===== config.mk =====
export PLATFORM = sky130hd
export DESIGN_NAME = arc_lane
export DESIGN_NICKNAME = d
export VERILOG_FILES = /design/src/sv/arc_pkg.sv /design/src/sv/arc_lane.sv
export SDC_FILE = /design/constraint.sdc
export NUM_CORES = 2
export LEC_CHECK = 0
export BUFFER_PORTS_ARGS = -buffer_cell sky130_fd_sc_hd__clkbuf_2
export CAP_MARGIN = 10
export CORE_ASPECT_RATIO = 0.7
export CORE_MARGIN = 2
export CORE_UTILIZATION = 37
export CTS_CLUSTER_SIZE = 10
export DETAILED_ROUTE_END_ITERATION = 10
export PLACE_DENSITY_LB_ADDON = 0.1
export SLEW_MARGIN = 20
export SYNTH_ARGS = -nofsm -noshare
export SYNTH_HDL_FRONTEND = slang
export SYNTH_SLANG_ARGS = --single-unit

===== constraint.sdc =====
create_clock -name clock -period 7 [get_ports clock]
set_clock_uncertainty 0.05 [all_clocks]
set_input_delay 1.4 -clock clock [delete_from_list [all_inputs] [get_ports clock]]
set_output_delay 1.4 -clock clock [all_outputs]
set_load 0.01 [all_outputs]

===== src/sv/arc_pkg.sv =====
// Shared types, constants and weight tables of the AC-resistance autorange block.
// Depends on nothing; every other file imports it.
`default_nettype none

package arc_pkg;

   localparam int SAMPLE_COUNT = 8;
   localparam int GAIN_STEPS   = 4;
   localparam int SAMPLE_W     = 16;
   localparam int WEIGHT_W     = 16;
   localparam int PROD_W       = 32;
   localparam int SUM_W        = 34;
   localparam int GAIN_W       = 2;
   localparam int STATUS_W     = 2;
   localparam int RES_W        = 28;
   localparam int QUARTER_W    = 31;
   localparam int RECIP_W      = 31;
   localparam int RECIP_SHIFT  = 35;
   localparam int MUL_W        = QUARTER_W + RECIP_W;

   localparam logic [GAIN_W-1:0]   GAIN_RESET = 2'd1;
   // ceil(2^35 / 25): exact quotient for dividends below 2^35 / 7
   localparam logic [RECIP_W-1:0]  RECIP_25   = 31'd1374389535;

   localparam logic [STATUS_W-1:0] STATUS_OK    = 2'd0;
   localparam logic [STATUS_W-1:0] STATUS_ZERO  = 2'd1;
   localparam logic [STATUS_W-1:0] STATUS_RANGE = 2'd2;

   typedef struct packed {
      logic [SAMPLE_W-1:0] sample_0;
      logic [SAMPLE_W-1:0] sample_1;
      logic [SAMPLE_W-1:0] sample_2;
      logic [SAMPLE_W-1:0] sample_3;
      logic [SAMPLE_W-1:0] sample_4;
      logic [SAMPLE_W-1:0] sample_5;
      logic [SAMPLE_W-1:0] sample_6;
      logic [SAMPLE_W-1:0] sample_7;
   } req_type;

   typedef struct packed {
      logic [STATUS_W-1:0]     status;
      logic signed [RES_W-1:0] resistance_uohm;
      logic [GAIN_W-1:0]       gain_used;
   } rsp_type;

   typedef struct packed {
      logic [STATUS_W-1:0]     status;
      logic [GAIN_W-1:0]       gain;
      logic signed [SUM_W-1:0] sum;
   } dec_type;

   typedef struct packed {
      logic lane_en;
      logic sum_en;
      logic dec_en;
      logic dec_take;
      logic mul_en;
      logic out_en;
   } pipe_ctrl_type;

   function automatic logic signed [WEIGHT_W-1:0] weight(input logic [GAIN_W-1:0] g,
                                                        input int lane);
      logic [WEIGHT_W-1:0] mag_a;
      logic [WEIGHT_W-1:0] mag_b;
      logic [WEIGHT_W-1:0] mag;
      case (g)
         2'd0: begin
            mag_a = 16'd9194;
            mag_b = 16'd22196;
         end
         2'd1: begin
            mag_a = 16'd4597;
            mag_b = 16'd11098;
         end
         2'd2: begin
            mag_a = 16'd2298;
            mag_b = 16'd5549;
         end
         default: begin
            mag_a = 16'd1149;
            mag_b = 16'd2774;
         end
      endcase
      mag = (lane == 0 || lane == 3 || lane == 4 || lane == 7) ? mag_a : mag_b;
      weight = (lane < SAMPLE_COUNT / 2) ? -$signed(mag) : $signed(mag);
   endfunction

   // smallest sum whose whole-unit part exceeds the gain's upper range
   function automatic logic signed [SUM_W-1:0] limit_sum(input logic [GAIN_W-1:0] g);
      case (g)
         2'd0:    limit_sum = SUM_W'(20100000);
         2'd1:    limit_sum = SUM_W'(10100000);
         2'd2:    limit_sum = SUM_W'(5100000);
         default: limit_sum = SUM_W'(2600000);
      endcase
   endfunction

endpackage

`default_nettype wire


===== src/sv/arc_lane.sv =====
// One sample lane: products of a sample with its weight for every gain row.
// Depends on arc_pkg.
`default_nettype none

module arc_lane (
   input  wire logic                                                  clock,
   input  wire logic                                                  en,
   input  wire logic [arc_pkg::SAMPLE_W-1:0]                          sample,
   input  wire logic [arc_pkg::GAIN_STEPS-1:0][arc_pkg::WEIGHT_W-1:0] weight,
   output logic      [arc_pkg::GAIN_STEPS-1:0][arc_pkg::PROD_W-1:0]   prod,
   output logic                                                       zero
);
   import arc_pkg::*;

   logic [GAIN_STEPS-1:0][PROD_W-1:0] prod_in;
   logic [GAIN_STEPS-1:0][PROD_W-1:0] prod_ff;
   logic                              zero_ff;

   always_comb begin
      for (int g = 0; g < GAIN_STEPS; g++) begin
         prod_in[g] = PROD_W'($signed({1'b0, sample}) * $signed(weight[g]));
      end
   end

   always_ff @(posedge clock) begin
      if (en) begin
         prod_ff <= prod_in;
         zero_ff <= (sample == '0);
      end
   end

   assign prod = prod_ff;
   assign zero = zero_ff;

endmodule

`default_nettype wire


==> metrics.csv <==
stage,metric,value,unit
outcome,status,"complete, no violations",
synth,Post-synth top flop,edfxtp_1,
critical_path,"Slowest-stage cell, CP",fa_1,
floorplanning,die height,275,µm
floorplanning,Total Die Area,107000,µm²
grt,largest net degree at the start of global routing,54,
timing,# setup viols final,0,
placement,pre-CTS setup slack,-436,ps
route,Vias,28600,
flow_run,max-cap viol count,0,
worst_hold_path,Hold Path Sink,prod[42],
route,WL/cell,17.9,µm
critical_path,WP data required,7190,ps
critical_path,crit-path max cell delay,530,ps
critical_path,CP Cell Sequence,buf_4 -> clkbuf_16 -> and2_1 -> fa_1 -> inv_1 -> fa_1 -> fa_1 -> inv_1 -> fa_1 -> fa_1 -> inv_1 -> fa_1 -> inv_1 -> ha_1 -> a21oi_2 -> or3b_4 -> a31oi_4 -> nand2_1 -> o41ai_2 -> o221ai_1 -> xor2_1,
timing,actual slew at the worst max-slew pin,758,ps
grt,global-route wire length before repair,171,mm
synth,sequential area share after synthesis,10.0,%
route,drt initial violations,1304,
final_layout,"Area growth, synth to finish",18.0,%
clock_tree,H-tree Lvls,4,
synth,mapped cell area,38700,µm²
grt,vias in the first global route,30600,
grt,initial antenna violation count,9,
floorplanning,Cell Rows,99,
floorplanning,width of the die,391,µm
clock_tree,clock-pin slew on the worst setup and hold paths,80,ps
critical_path,endpoint class of the critical path,flop,
timing,post-route setup slack,160,ps
final_layout,final instance area,45700,µm²
clock_tree,clk buf depth,2,
critical_path,CP startpoint kind,input port,
floorplanning,Initial Util,37.2,%
floorplanning,I/O pins,211,
synth,library cells used by synthesis,65,
placement,port buffer count,210,
clock_tree,CTS root buffer,clkbuf_16,
placement,gpl congestion,0.834,
critical_path,"most used cell, CP",fa_1,
worst_hold_path,Worst Hold Depth,1,
timing,final slew viol count,0,
critical_path,CP max FO,7,
clock_tree,CTS tree,done,
synth,cell count after synthesis,4163,
timing,final hold violation count,0,
critical_path,critical path type,input port to flop,
timing,maximum clock frequency,146,MHz
timing,Final min period,6840,ps
clock_tree,clk sink count,129,
route,Detailed Routing Iterations Pass 1,5,
final_layout,layout cells sized above 1,16.2,%
clock_tree,Hold Buf Count CTS,0,
route,DRT antenna net count,0,
worst_hold_path,worst hold path type,input port to flop,
final_layout,fin nets,5991,
synth,Post-synth ARST share,0,%
synth,Synth Area per Inst,9.30,µm²
timing,Sum Neg Setup Slack,0,ps
route,vias per cell,4.74,
clock_tree,CTS Buf Count,17,
grt,GRT Resource Usage Total,20.6,%
placement,placed cell areas,44700,µm²
timing,fin crit share,97.7,%
synth,YS warnings,0,
synth,number of synthesized flops with an enable pin,129,
timing,RSZ-0062 raised after global routing,no,
route,drt drc,0,
route,Routed WL,108,mm
synth,Mapped Nets,5489,
grt,grt ovf,0,
synth,post-synthesis register bit count,129,
timing,Slew HR,49.4,%
final_layout,Fill cells,10400,
critical_path,crit path DAT,7030,ps
worst_hold_path,hold_sp,en,
floorplanning,Core Region,104000,µm²
placement,HPWL Detailed,89.8,mm
-- Yosys cell counts, types with 16 or more instances --
cell type,number,area share [%]
a21oi_1,80,1.0
xor2_1,30,0.68
clkbuf_1,187,1.8
nor3_1,16,0.21
and2_1,467,7.5
ha_1,468,15
xnor2_1,78,1.8
fa_1,776,40
nor2_1,87,0.84
o21ai_0,49,0.63
nand2_1,550,5.3
edfxtp_1,129,10
a31oi_1,16,0.26
nand2b_1,35,0.57
a21o_1,55,1.1
nand3_1,16,0.21
inv_1,954,9.3
-- sequential cells by signal (all words and copies together) (netlist names) --
register  count
zero          1
prod        128
-- stage by stage --
step | hold slack [ps] | util (%) | cells
after floorplan | 1460 | - | 4163
after global placement | 1750 | 43.0 | 5994
after detailed placement | 1750 | 43.0 | 5994
after CTS | 1170 | 43.6 | 6026
after global routing | 1180 | 43.9 | 6041
final | 1200 | 43.9 | 6042
-- kinds of logic after synthesis --
logic type	after synthesis	synth area share [%]
adder cells (fa/ha/maj)	1244	55.3
multiplexers	5	0.129
flip-flops	129	10.0
XOR/XNOR	108	2.44
AND/OR/NAND/NOR	1232	15.8
AO/OA/AOI/OAI	299	5.22
buffers and inverters	1146	11.1
-- worst max-delay path by stage --
stage,from,to,slack [ps]
CTS,sample[12],prod[60],130
finish,sample[9],prod[60],160
detailed placement,sample[6],prod[30],-440
floorplan,sample[9],prod[30],-60
global route,sample[5],prod[92],0.1
global placement,sample[6],prod[63],-420
-- per-layer routing --
metal  up-vias  track usage [%]  part of all wire, %
li1      13500                -                    -
met1     14600             30.8                   50
met2       474             31.8                   44
met3        56             3.55                  4.8
met4         8             3.04                 0.98
met5         -                0                0.051
-- repair_timing --
| action | CTS | global route |
|---|---|---|
| buffers inserted | 0 | 7 |
| resized for setup | 0 | 43 |
| setup endpoints to repair | 0 | 13 |
-- critical path: cells and delay by family --
family	cells	cell delay, ps
xor+xnor	1	170
simple gates	3	650
compound gates	4	930
fa+ha+maj	7	3260
buf+inv	6	570
-- area by class of cell --
| type | instances | area (µm²) | share of cell area, % |
|---|---|---|---|
| multi-input combinational | 2888 | 30700 | 67.3 |
| clock buffer | 18 | 429 | 0.940 |
| clock inverter | 14 | 183 | 0.400 |
| timing repair buffer | 672 | 5150 | 11.3 |
| antenna | 1 | 2.50 | 0.00548 |
| inverter | 957 | 3590 | 7.87 |
| sequential | 129 | 3870 | 8.48 |
| tap | 1363 | 1710 | 3.73 |
-- placed cells by master, fill, tap and decap left out, drive strengths merged, types with 7 or more instances in the layout --
master / n
fa: 776
and2: 467
a211oi: 14
nor3: 16
a21o: 55
nor2: 87
o211ai: 7
nand3: 16
o21ai: 56
nand4: 11
a31oi: 16
buf: 464
nor2b: 8
o21a: 11
nand2: 550
edfxtp: 129
xor2: 30
nor4: 8
and3: 14
nand2b: 35
inv: 960
o21bai: 12
clkbuf: 226
xnor2: 78
ha: 468
a21oi: 80
Power is not shown: default switching activity piles up to over one toggle a cycle in this logic, so the estimate is an artifact.
