--- src/sv/arc_pkg.sv ---
// Shared types, constants and weight tables of the AC-resistance autorange block.
// Depends on nothing; every other file imports it.
`default_nettype none

package arc_pkg;

   localparam int SAMPLE_COUNT = 8;
   localparam int GAIN_STEPS   = 4;
   localparam int SAMPLE_W     = 16;
   localparam int WEIGHT_W     = 16;
   localparam int PROD_W       = 32;
   localparam int SUM_W        = 34;
   localparam int GAIN_W       = 2;
   localparam int STATUS_W     = 2;
   localparam int RES_W        = 28;
   localparam int QUARTER_W    = 31;
   localparam int RECIP_W      = 31;
   localparam int RECIP_SHIFT  = 35;
   localparam int MUL_W        = QUARTER_W + RECIP_W;

   localparam logic [GAIN_W-1:0]   GAIN_RESET = 2'd1;
   // ceil(2^35 / 25): exact quotient for dividends below 2^35 / 7
   localparam logic [RECIP_W-1:0]  RECIP_25   = 31'd1374389535;

   localparam logic [STATUS_W-1:0] STATUS_OK    = 2'd0;
   localparam logic [STATUS_W-1:0] STATUS_ZERO  = 2'd1;
   localparam logic [STATUS_W-1:0] STATUS_RANGE = 2'd2;

   typedef struct packed {
      logic [SAMPLE_W-1:0] sample_0;
      logic [SAMPLE_W-1:0] sample_1;
      logic [SAMPLE_W-1:0] sample_2;
      logic [SAMPLE_W-1:0] sample_3;
      logic [SAMPLE_W-1:0] sample_4;
      logic [SAMPLE_W-1:0] sample_5;
      logic [SAMPLE_W-1:0] sample_6;
      logic [SAMPLE_W-1:0] sample_7;
   } req_type;

   typedef struct packed {
      logic [STATUS_W-1:0]     status;
      logic signed [RES_W-1:0] resistance_uohm;
      logic [GAIN_W-1:0]       gain_used;
   } rsp_type;

   typedef struct packed {
      logic [STATUS_W-1:0]     status;
      logic [GAIN_W-1:0]       gain;
      logic signed [SUM_W-1:0] sum;
   } dec_type;

   typedef struct packed {
      logic lane_en;
      logic sum_en;
      logic dec_en;
      logic dec_take;
      logic mul_en;
      logic out_en;
   } pipe_ctrl_type;

   function automatic logic signed [WEIGHT_W-1:0] weight(input logic [GAIN_W-1:0] g,
                                                        input int lane);
      logic [WEIGHT_W-1:0] mag_a;
      logic [WEIGHT_W-1:0] mag_b;
      logic [WEIGHT_W-1:0] mag;
      case (g)
         2'd0: begin
            mag_a = 16'd9194;
            mag_b = 16'd22196;
         end
         2'd1: begin
            mag_a = 16'd4597;
            mag_b = 16'd11098;
         end
         2'd2: begin
            mag_a = 16'd2298;
            mag_b = 16'd5549;
         end
         default: begin
            mag_a = 16'd1149;
            mag_b = 16'd2774;
         end
      endcase
      mag = (lane == 0 || lane == 3 || lane == 4 || lane == 7) ? mag_a : mag_b;
      weight = (lane < SAMPLE_COUNT / 2) ? -$signed(mag) : $signed(mag);
   endfunction

   // smallest sum whose whole-unit part exceeds the gain's upper range
   function automatic logic signed [SUM_W-1:0] limit_sum(input logic [GAIN_W-1:0] g);
      case (g)
         2'd0:    limit_sum = SUM_W'(20100000);
         2'd1:    limit_sum = SUM_W'(10100000);
         2'd2:    limit_sum = SUM_W'(5100000);
         default: limit_sum = SUM_W'(2600000);
      endcase
   endfunction

endpackage

`default_nettype wire

--- src/sv/arc_scale.sv ---
// Scaling stages: signed sum divided by 100 to micro-ohms, result register.
// Depends on arc_pkg.
`default_nettype none

module arc_scale (
   input  wire logic                   clock,
   input  wire arc_pkg::pipe_ctrl_type ctrl,
   input  wire arc_pkg::dec_type       dec,
   output arc_pkg::rsp_type            rsp
);
   import arc_pkg::*;

   logic [SUM_W-1:0]            mag;
   logic [QUARTER_W-1:0]        quarter;
   logic [MUL_W-1:0]            mul_in;
   logic [MUL_W-1:0]            mul_ff;
   logic                        neg_ff;
   logic [STATUS_W-1:0]         status_ff;
   logic [GAIN_W-1:0]           gain_ff;
   logic [RES_W-1:0]            quot;
   logic [RES_W-1:0]            res;
   rsp_type                     rsp_in;
   rsp_type                     rsp_ff;

   always_comb begin
      mag     = dec.sum[SUM_W-1] ? SUM_W'(-dec.sum) : SUM_W'(dec.sum);
      quarter = mag[QUARTER_W+1:2];
      mul_in  = MUL_W'(quarter) * MUL_W'(RECIP_25);
   end

   always_comb begin
      quot = RES_W'(mul_ff[MUL_W-1:RECIP_SHIFT]);
      res  = neg_ff ? -quot : quot;
      rsp_in.status          = status_ff;
      rsp_in.gain_used       = gain_ff;
      rsp_in.resistance_uohm = (status_ff == STATUS_OK) ? $signed(res) : '0;
   end

   always_ff @(posedge clock) begin
      if (ctrl.mul_en) begin
         mul_ff    <= mul_in;
         neg_ff    <= dec.sum[SUM_W-1];
         status_ff <= dec.status;
         gain_ff   <= dec.gain;
      end
      if (ctrl.out_en) begin
         rsp_ff <= rsp_in;
      end
   end

   assign rsp = rsp_ff;

endmodule

`default_nettype wire
--- config.mk ---
export PLATFORM = sky130hd
export DESIGN_NAME = arc_scale
export DESIGN_NICKNAME = d
export VERILOG_FILES = /design/src/sv/arc_pkg.sv /design/src/sv/arc_scale.sv
export SDC_FILE = /design/constraint.sdc
export NUM_CORES = 1
export LEC_CHECK = 0
export BUFFER_PORTS_ARGS = -buffer_cell sky130_fd_sc_hd__buf_2
export CELL_PAD_IN_SITES_DETAIL_PLACEMENT = 2
export CELL_PAD_IN_SITES_GLOBAL_PLACEMENT = 2
export CORE_ASPECT_RATIO = 1.1
export CORE_MARGIN = 1
export CORE_UTILIZATION = 43
export CTS_BUF_LIST = sky130_fd_sc_hd__clkbuf_4 sky130_fd_sc_hd__clkbuf_8 sky130_fd_sc_hd__clkbuf_16
export DETAILED_ROUTE_END_ITERATION = 12
export GPL_TIMING_DRIVEN = 0
export PLACE_DENSITY_LB_ADDON = 0.08
export REMOVE_ABC_BUFFERS = 1
export SLEW_MARGIN = 5
export SYNTH_ARGS = -nofsm -noshare
export SYNTH_HDL_FRONTEND = slang
export SYNTH_SLANG_ARGS = --single-unit
--- constraint.sdc ---
create_clock -name clock -period 12.1 [get_ports clock]
set_input_delay 0.605 -clock clock [delete_from_list [all_inputs] [get_ports clock]]
set_output_delay 0.605 -clock clock [all_outputs]
set_load 0.02 [all_outputs]
==> impl_metrics.tcl <==
set metrics [dict create \
    status "finished, final reports clean" \
    final_cell_area_sq_um 21000 \
    io_buffer_count 72 \
    synth_xor_area_share_pct 6.36 \
    top_layer "met4" \
    path_class "primary input to flop" \
    required_ns 12.21 \
    placed_cell_area_sq_um 20700 \
    synth-simple-area-share_pct 6.61 \
    worst_hold_path_type "flop to flop" \
    diodes 0 \
    drt_iter0_markers 647 \
    dp_cells 2611 \
    start_kind "primary input" \
    first_pass_iters 4 \
    r2r_start "mul_ff[38]" \
    fin_tns_setup_ns 0 \
    worst_path_most_repeated_cell "fa_1" \
    fp.coreArea_sq_um 44800 \
    hp-start "gain_ff[0]" \
    worst_setup_path_end_kind "flop" \
    max_stage_delay_ns 0.73 \
    die_w_um 206 \
    detail_route.vias_per_cell 5.36 \
    r2r_slack_ns 8.46 \
    numClockSinks 64 \
    io_pins 77 \
    die_h_um 226 \
    crit_slowest_cell "or4b_2" \
    grt_first_pass_wirelength_um 100000 \
    synth_top_family_by_area "adder cells" \
    min_period_ns 11.15 \
    fin_skew_ns 0.00857 \
    synth_cells 1988 \
    fin_nets 2802 \
    wl_met1_um 29500 \
    insertion_delay_ns 0.32 \
    dieArea_sq_um 46700 \
    ant_nets 0 \
    synth_area_leaders "fa_1, ha_1, inv_1, edfxtp_1, xnor2_1" \
    cts_tree "done" \
    crit_cells 30 \
    ff2ff_path_depth 9 \
    start_util_pct 44.0 \
    wl_met3_um 1060 \
    synthArstFlopShare_pct 0 \
    yosysUniqueCellTypes 64 \
    drt_wl_total_um 66000 \
    via_count 14073 \
    cts-resized-gates 0 \
    grt_pass1_vias 16377 \
    yosysTopAreaCell "fa_1" \
    hold_path_end "rsp[0]" \
    cp_top_family "simple AND/OR/NAND/NOR gates" \
    grt_setup_unrepaired "no" \
    row_count 81 \
    yosysMostFrequentCell "inv_1" \
    wl_met2_um 33500 \
    wl_per_cell_um 25.1 \
    finalSetupViolations 0 \
    gr-usage-all-layers_pct 29.5 \
    maxCapViolCount 0 \
    synth_adder_area_share_pct 58.6 \
    cp.arrival_ns 11.26 \
    synth_flop_cell "edfxtp_1" \
    dp_hpwl_um 60400 \
    syn_area_per_cell_sq_um 9.91 \
    antenna_found_initial 0 \
    gp_congestion 0.934 \
    grt-ovfl-total 0 \
    cts_made_buffers 9 \
    ys_seq_area_share_pct 9.76 \
    root_buffer "clkbuf_16" \
    min_path_cells 0 \
    synth_compound_area_share_pct 7.29 \
    post_cts_buffers 0 \
    drcViolationCount 0 \
    cts-hold-fix-buffers 0 \
    synth_top_area_share_pct 34.8 \
    post-route-period-util_pct 92.1 \
    cp_num_buf_inv 5 \
    synth_warnings 0 \
    htreeDepth 3 \
    slew_headroom_pct 9.14 \
    layout-drive-gt1-share_pct 6.16 \
    crit_path_max_fanout 8 \
    final_cells 2627 \
    grt_max_degree 47 \
    worstReg2RegEnd "rsp[27]" \
    synthesis.area_sq_um 19700 \
    clockBufferDepth 2 \
    synth_common_cells "inv_1, ha_1, fa_1" \
    slew_violations 0 \
    max_clock_freq_mhz 89.7 \
    tightest_slew_ns 1.35 \
    synth_edf_count 64 \
    syn2layout_area_growth_pct 6.68 \
    hold_viol_final 0 \
    synth_mux_area_share_pct 0.159 \
    clkTransAtPathRegs_ns 0.06 \
    synth_seq_cells 64 \
]
## metrics by stage
stage                     util [%]  hold WS, ns  setup WS (ns)
after global placement        46.1        0.402          0.692
after detailed placement      46.2        0.418          0.677
final                         46.9        0.427          0.954
after global routing          46.9        0.434          0.632
after CTS                     46.9        0.422           1.02
after floorplan                  -        0.400           2.08
## state kept, by name, indices dropped and copies added (netlist names)
signal / cells
gain_ff: 2
rsp: 32
mul_ff: 27
status_ff: 2
neg_ff: 1
## cell usage in the layout (no fill, tap or decap), drive strengths merged, types with 29 or more instances in the layout
cell    synthesis  routed
buf             5      72
o21ai          52      52
xor2           50      50
a21oi          61      61
fa            342     342
a21o           29      29
edfxtp         64      64
nor2           68      68
xnor2          93      93
nand2          57      57
inv           560     560
ha            374     374
## kinds of logic (layout without fill, tap and decap cells)
group,Yosys count,after routing
DFF,64,64
muxes,3,3
adders and majority gates,717,717
and+or+nand+nor,249,249
AOI/OAI and AO/OA,221,221
buffers and inverters,591,649
xor gates and xnor gates,143,143
## per-layer routing
layer / global-route usage, % / vias up
met5: 0 / -
met4: 8.18 / 0
met3: 1.06 / 57
met2: 52.3 / 178
met1: 39.1 / 7447
li1: - / 6391
## final cells by class
type	instances	area [sq um]
repair buffers	72	360
multi-input cells	1333	15600
well taps	581	727
fillers	4807	23800
flip-flops and latches	64	1920
inverters	561	2110
clock inverters	5	57.6
clock buffers	11	240
## worst max path at each step
stage          slack [ns]   start          to
3_3_place_gp         0.69  dec[0]  mul_ff[50]
4_1_cts              1.02  dec[0]  mul_ff[50]
2_1_floorplan        2.08  dec[0]  mul_ff[46]
3_5_place_dp         0.68  dec[0]  mul_ff[50]
5_1_grt              0.63  dec[0]  mul_ff[50]
6_report             0.95  dec[0]  mul_ff[46]
Power is left out: the tool's default activity adds up to more than one toggle a clock period on the data nets, which glitch-free logic cannot reach.
