## config.mk

```make
export PLATFORM = sky130hd
export DESIGN_NAME = arc_merge
export DESIGN_NICKNAME = d
export VERILOG_FILES = /design/src/sv/arc_pkg.sv /design/src/sv/arc_merge.sv
export SDC_FILE = /design/constraint.sdc
export NUM_CORES = 2
export LEC_CHECK = 0
export BUFFER_PORTS_ARGS = -buffer_cell sky130_fd_sc_hd__buf_2
export CAP_MARGIN = 10
export CORE_AREA = 2 2 424 426
export CTS_BUF_LIST = sky130_fd_sc_hd__clkbuf_4
export DETAILED_ROUTE_END_ITERATION = 10
export DIE_AREA = 0 0 426 428
export GPL_ROUTABILITY_DRIVEN = 0
export GPL_TIMING_DRIVEN = 0
export PLACE_DENSITY_LB_ADDON = 0.25
export SLEW_MARGIN = 20
export SYNTH_ARGS = -nofsm -noshare
export SYNTH_HDL_FRONTEND = slang
export SYNTH_SLANG_ARGS = --single-unit
```

## constraint.sdc

```tcl
create_clock -name clock -period 15.4 [get_ports clock]
set_input_delay 0.77 -clock clock [delete_from_list [all_inputs] [get_ports clock]]
set_output_delay 0.77 -clock clock [all_outputs]
set_load 0.05 [all_outputs]
```

## src/sv/arc_pkg.sv

```systemverilog
// Shared types, constants and weight tables of the AC-resistance autorange block.
// Depends on nothing; every other file imports it.
`default_nettype none

package arc_pkg;

   localparam int SAMPLE_COUNT = 8;
   localparam int GAIN_STEPS   = 4;
   localparam int SAMPLE_W     = 16;
   localparam int WEIGHT_W     = 16;
   localparam int PROD_W       = 32;
   localparam int SUM_W        = 34;
   localparam int GAIN_W       = 2;
   localparam int STATUS_W     = 2;
   localparam int RES_W        = 28;
   localparam int QUARTER_W    = 31;
   localparam int RECIP_W      = 31;
   localparam int RECIP_SHIFT  = 35;
   localparam int MUL_W        = QUARTER_W + RECIP_W;

   localparam logic [GAIN_W-1:0]   GAIN_RESET = 2'd1;
   // ceil(2^35 / 25): exact quotient for dividends below 2^35 / 7
   localparam logic [RECIP_W-1:0]  RECIP_25   = 31'd1374389535;

   localparam logic [STATUS_W-1:0] STATUS_OK    = 2'd0;
   localparam logic [STATUS_W-1:0] STATUS_ZERO  = 2'd1;
   localparam logic [STATUS_W-1:0] STATUS_RANGE = 2'd2;

   typedef struct packed {
      logic [SAMPLE_W-1:0] sample_0;
      logic [SAMPLE_W-1:0] sample_1;
      logic [SAMPLE_W-1:0] sample_2;
      logic [SAMPLE_W-1:0] sample_3;
      logic [SAMPLE_W-1:0] sample_4;
      logic [SAMPLE_W-1:0] sample_5;
      logic [SAMPLE_W-1:0] sample_6;
      logic [SAMPLE_W-1:0] sample_7;
   } req_type;

   typedef struct packed {
      logic [STATUS_W-1:0]     status;
      logic signed [RES_W-1:0] resistance_uohm;
      logic [GAIN_W-1:0]       gain_used;
   } rsp_type;

   typedef struct packed {
      logic [STATUS_W-1:0]     status;
      logic [GAIN_W-1:0]       gain;
      logic signed [SUM_W-1:0] sum;
   } dec_type;

   typedef struct packed {
      logic lane_en;
      logic sum_en;
      logic dec_en;
      logic dec_take;
      logic mul_en;
      logic out_en;
   } pipe_ctrl_type;

   function automatic logic signed [WEIGHT_W-1:0] weight(input logic [GAIN_W-1:0] g,
                                                        input int lane);
      logic [WEIGHT_W-1:0] mag_a;
      logic [WEIGHT_W-1:0] mag_b;
      logic [WEIGHT_W-1:0] mag;
      case (g)
         2'd0: begin
            mag_a = 16'd9194;
            mag_b = 16'd22196;
         end
         2'd1: begin
            mag_a = 16'd4597;
            mag_b = 16'd11098;
         end
         2'd2: begin
            mag_a = 16'd2298;
            mag_b = 16'd5549;
         end
         default: begin
            mag_a = 16'd1149;
            mag_b = 16'd2774;
         end
      endcase
      mag = (lane == 0 || lane == 3 || lane == 4 || lane == 7) ? mag_a : mag_b;
      weight = (lane < SAMPLE_COUNT / 2) ? -$signed(mag) : $signed(mag);
   endfunction

   // smallest sum whose whole-unit part exceeds the gain's upper range
   function automatic logic signed [SUM_W-1:0] limit_sum(input logic [GAIN_W-1:0] g);
      case (g)
         2'd0:    limit_sum = SUM_W'(20100000);
         2'd1:    limit_sum = SUM_W'(10100000);
         2'd2:    limit_sum = SUM_W'(5100000);
         default: limit_sum = SUM_W'(2600000);
      endcase
   endfunction

endpackage

`default_nettype wire

```

## src/sv/arc_merge.sv

```systemverilog
// Merge stage: lane sums per gain, range decision and the stored gain index.
// Depends on arc_pkg.
`default_nettype none

module arc_merge (
   input  wire logic                                                    clock,
   input  wire logic                                                    reset,
   input  wire arc_pkg::pipe_ctrl_type                                  ctrl,
   input  wire logic [arc_pkg::SAMPLE_COUNT-1:0][arc_pkg::GAIN_STEPS-1:0]
                     [arc_pkg::PROD_W-1:0]                              prod,
   input  wire logic [arc_pkg::SAMPLE_COUNT-1:0]                        zero,
   output arc_pkg::dec_type                                             dec
);
   import arc_pkg::*;

   logic [GAIN_STEPS-1:0][SUM_W-1:0] sum_in;
   logic [GAIN_STEPS-1:0][SUM_W-1:0] sum_ff;
   logic                             zero_ff;
   logic [GAIN_W-1:0]                gain_in;
   logic [GAIN_W-1:0]                gain_ff;
   logic signed [SUM_W-1:0]          sel;
   logic                             over;
   dec_type                          dec_in;
   dec_type                          dec_ff;

   always_comb begin
      logic signed [SUM_W-1:0] acc;
      for (int g = 0; g < GAIN_STEPS; g++) begin
         acc = '0;
         for (int i = 0; i < SAMPLE_COUNT; i++) begin
            acc = acc + SUM_W'($signed(prod[i][g]));
         end
         sum_in[g] = acc;
      end
   end

   always_comb begin
      sel  = $signed(sum_ff[gain_ff]);
      over = (gain_ff != '0) && (sel >= limit_sum(gain_ff));
      dec_in.gain = gain_ff;
      dec_in.sum  = sel;
      if (zero_ff) begin
         dec_in.status = STATUS_ZERO;
      end else if (over) begin
         dec_in.status = STATUS_RANGE;
      end else begin
         dec_in.status = STATUS_OK;
      end
      gain_in = (ctrl.dec_take && !zero_ff && over) ? gain_ff - 1'b1 : gain_ff;
   end

   always_ff @(posedge clock) begin
      if (ctrl.sum_en) begin
         sum_ff  <= sum_in;
         zero_ff <= |zero;
      end
      if (ctrl.dec_en) begin
         dec_ff <= dec_in;
      end
   end

   always_ff @(posedge clock) begin
      if (reset) begin
         gain_ff <= GAIN_RESET;
      end else begin
         gain_ff <= gain_in;
      end
   end

   assign dec = dec_ff;

   a_gain_step: assert property (@(posedge clock) disable iff (reset)
      $past(!reset) && !$stable(gain_ff) |-> $past(ctrl.dec_take && !zero_ff && over))
      else $error("gain changed without a range decision");

   a_gain_down: assert property (@(posedge clock) disable iff (reset)
      $past(!reset) |-> gain_ff <= $past(gain_ff))
      else $error("gain index increased");

   a_range_gain: assert property (@(posedge clock) disable iff (reset)
      ctrl.dec_take && dec_in.status == STATUS_RANGE |=> dec_ff.gain != '0)
      else $error("range status issued at widest gain");

endmodule

`default_nettype wire

```

==> results <==
- For this block, the initial DRC count from the detailed router was 1011.
- The kind of cell with the highest combined delay along the critical path is compound AO/OA/AOI/OAI gates.
- The worst hold-check slack is 0.225 ns.
- The signal on the critical path passes through buf_2 > inv_1 > fa_1 > inv_1 > fa_1 > fa_1 > inv_1 > fa_1 > inv_1 > ha_1 > clkbuf_1 > a21oi_1 > o21ai_1 > a221o_1 > a21o_1 > a2111oi_2 > o21ai_1 > a211o_1 > a21oi_1 > xnor2_1.
- The number of global-route vias before repair is 29300.
- Of all nets on the critical path, the largest fanout is 8.
- The number of nets at the end of the flow is 6592.
- Detailed placement ended at an HPWL of 122 mm.
- The number of routed nets with antenna violations is 0.
- The width of the chip is 426 um.
- Setup violations remaining at the end of the flow were counted as 0.
- The synthesized netlist occupies a cell area of 0.0344 mm^2.
- Among all flip-flop cells after synthesis, the most frequent one is edfxtp_1.
- The first global-routing pass estimated 188 mm of wire.
- The instance count after placement with tap cells included is 6955.
- The fraction of registers with async set/reset is 0.
- The minimum period implied by the final worst setup slack is 6.15 ns.
- The path type of the worst setup path is in -> reg.
- After floorplanning, the core was sized to cover 0.178 mm^2.
- The mean instance size in the synthesized netlist is 9.76 um^2.
- The highest cell delay on the worst timing path is 0.87 ns.
- The number of DRC violations after detailed routing is 0.
- The total overflow left after global routing is 0.
- Prior to clock tree synthesis, the placed netlist has a worst setup slack of 8.39 ns.
- After detailed placement, the total cell area comes to 0.0428 mm^2.
- Clock tree synthesis inserted a total of 17 buffers.
- Among all stages on the critical path, the largest delay is contributed by a2111oi_2.
- Synthesis handed over a netlist of 3525 instances.
- The final max-slew violation count was 0.
- The maximum VDD drop is 0.000150 V.
- Setup repair after global routing left no endpoint under its margin.
- The post-layout instance area is 0.0431 mm^2.
- TritonCTS built the clock tree.
- The leakage power summed over all cells is 23.7 nW.
- Entering global routing, the biggest net connects 85 pins.
- Excluding fillers, the count of instances in the completed layout stands at 7007.
- The number of endpoints with negative hold slack in the final report is 0.
- Together, buffers and inverters on the worst path number 6.
- The layout overhead on the synthesized area is 25.3%.
- The die extent in y is 428 um.
- The share of the Yosys chip area taken by registers is 0.154.
- The setup clock skew after layout is 0.0352 ns.
- The deepest clock path buffer count is 2.
- The maximum operating frequency is 163 MHz.
- The number of placement rows is 155.
- The per-cell routed wire length is 18.4 um.
- The flow ran to the end, and the final reports show no timing, DRC or antenna violations.
- By instance count, the leading cell after synthesis is inv_1.
- Ranked by instance count, the synthesized netlist is headed by 1617 x inv_1, 772 x fa_1, 175 x edfxtp_1.
- Data on the critical path arrives at its endpoint at 6.60 ns.
- The number of top-level pins is 1078.
- The detailed-routing iteration count for the pre-antenna-repair pass is 5.
- The CTS root buffer is clkbuf_4.
- The number of nets in the synthesized netlist is 5497.
- The final setup slack of the worst path is 9.25 ns.
- For this run, the total global-route usage over all layers was measured as 0.142.
- After synthesis, the netlist uses 65 different library cells.
- The total of warnings raised by yosys is 0.
- For the worst-skew pair, the clock arrives at the later sink with an insertion delay of 0.69 ns.
- The worst slew slack as a fraction of its limit is 0.216.
- The element type at the critical path end is a flip-flop.
- The starting utilization of the core area is 0.194.
- Yosys mapped a number of flops with a built-in enable equal to 175.
- The total die area is 0.182 mm^2.
- In the final layout, the share of cells above drive strength 1 is 0.250.
- The worst setup path is launched from an input port.
- The average via count per standard cell is 3.73.
- Power spread over the standard cell area amounts to 234 mW/mm^2.
- The flip-flop and latch count after synthesis is 177.
- The critical path crosses 20 cells after its start point.
- Once the clock tree was built, the setup fixing pass inserted 0 buffers.
- The post-CTS resize count is 0.
- The biggest area consumer among synthesized cells is fa_1.
- At the pin with the least slew margin, the transition time is 1.18 ns.
- The H-tree depth is 4.
- The total wirelength of the detailed-routed design is 129 mm.
- The final cycle utilization of the critical path is 0.399.
- Overall power consumption after layout is estimated at 10.1 mW.
- The final total negative setup slack is 0 ns.
- The class of the most critical hold timing path is in -> reg.
- The worst path required time is 15.85 ns.
- The port buffer count is 1074.
- Hold repair after CTS inserted 0 buffers.
- For this run, the share of the core covered by cells in the final layout is 0.243.
- The number of antenna violations at the first check in global routing is 51.
- The top cell type's share of synthesized area is 0.449.
- By area the synthesized netlist is led by fa_1 45%, inv_1 18%, edfxtp_1 15%.
- The number of clock sinks seen by CTS is 177.
- The number of maximum-capacitance violations is 0.
- The cell depth of the worst flop-to-flop path is 15.
- Clock-pin slew was measured on the worst setup and hold paths at 0.18 ns.
- The fill cell total of the finished layout is 19600.
- The hold path depth is 2.
- The routed layout has 26200 vias.
-- layer usage --
metal  up-vias  GRT usage  share of wire
met5         -          0         0.0012
met4        24     0.0284          0.022
met3       119     0.0215          0.044
met2       755      0.280           0.56
met1     13000      0.159           0.37
li1      12200          -              -
-- area by class of cell --
| class | count | area, um^2 | share of cell area |
|---|---|---|---|
| plain buffers | 20 | 100 | 0.00232 |
| flip-flops and latches | 177 | 5300 | 0.123 |
| clock inverters | 13 | 154 | 0.00357 |
| clock buffers | 19 | 143 | 0.00331 |
| inverters | 1617 | 6070 | 0.141 |
| repair buffers | 1076 | 5420 | 0.126 |
| multi-input cells | 1711 | 23000 | 0.532 |
| diodes | 19 | 47.5 | 0.00110 |
| well taps | 2355 | 2950 | 0.0683 |
-- worst paths after layout --
path	slack (ns)	startpoint	to
min	0.23	reset	gain_ff[1]$_SDFFE_PP0P_
max	9.25	prod[15]	sum_ff[33]$_DFFE_PP_
max reg2reg	10.11	gain_ff[1]$_SDFFE_PP0P_	gain_ff[1]$_SDFFE_PP0P_
min reg2reg	0.53	gain_ff[0]$_SDFFE_PP1P_	dec[34]$_DFFE_PP_
-- report_power, final --
group | switching [mW] | leakage (nW) | internal [mW]
Sequential | 0.0881 | 1.73 | 1.20
Combinational | 5.28 | 21.8 | 3.24
Clock | 0.196 | 0.154 | 0.103
Total | 5.56 | 23.7 | 4.54
-- state kept, by name (all words and copies together) (netlist names) --
name,count
sum_ff,136
zero_ff,1
gain_ff,2
dec,38
-- layout by cell type (no fill, tap or decap), types with 38 or more instances in the layout --
cell type  instances
xnor2_1           88
ha_1             160
a21o_1            56
nand2_1           48
inv_1           1617
o21ai_0           38
edfxtp_1         175
buf_2           1072
a21oi_1          111
nor2_1            73
fa_1             772
-- kinds of logic (layout without fill, tap and decap cells) --
group,Yosys count,in the layout,share of synthesized area
AO/OA/AOI/OAI,350,350,0.0662
flip-flops,177,177,0.154
other,0,19,0
XOR/XNOR,124,124,0.0316
adder cells (fa/ha/maj),932,932,0.507
buffers and inverters,1637,2745,0.179
AND/OR/NAND/NOR,270,270,0.0392
multiplexers,35,35,0.0225
No activity file was read; power rests on OpenSTA's default activity.
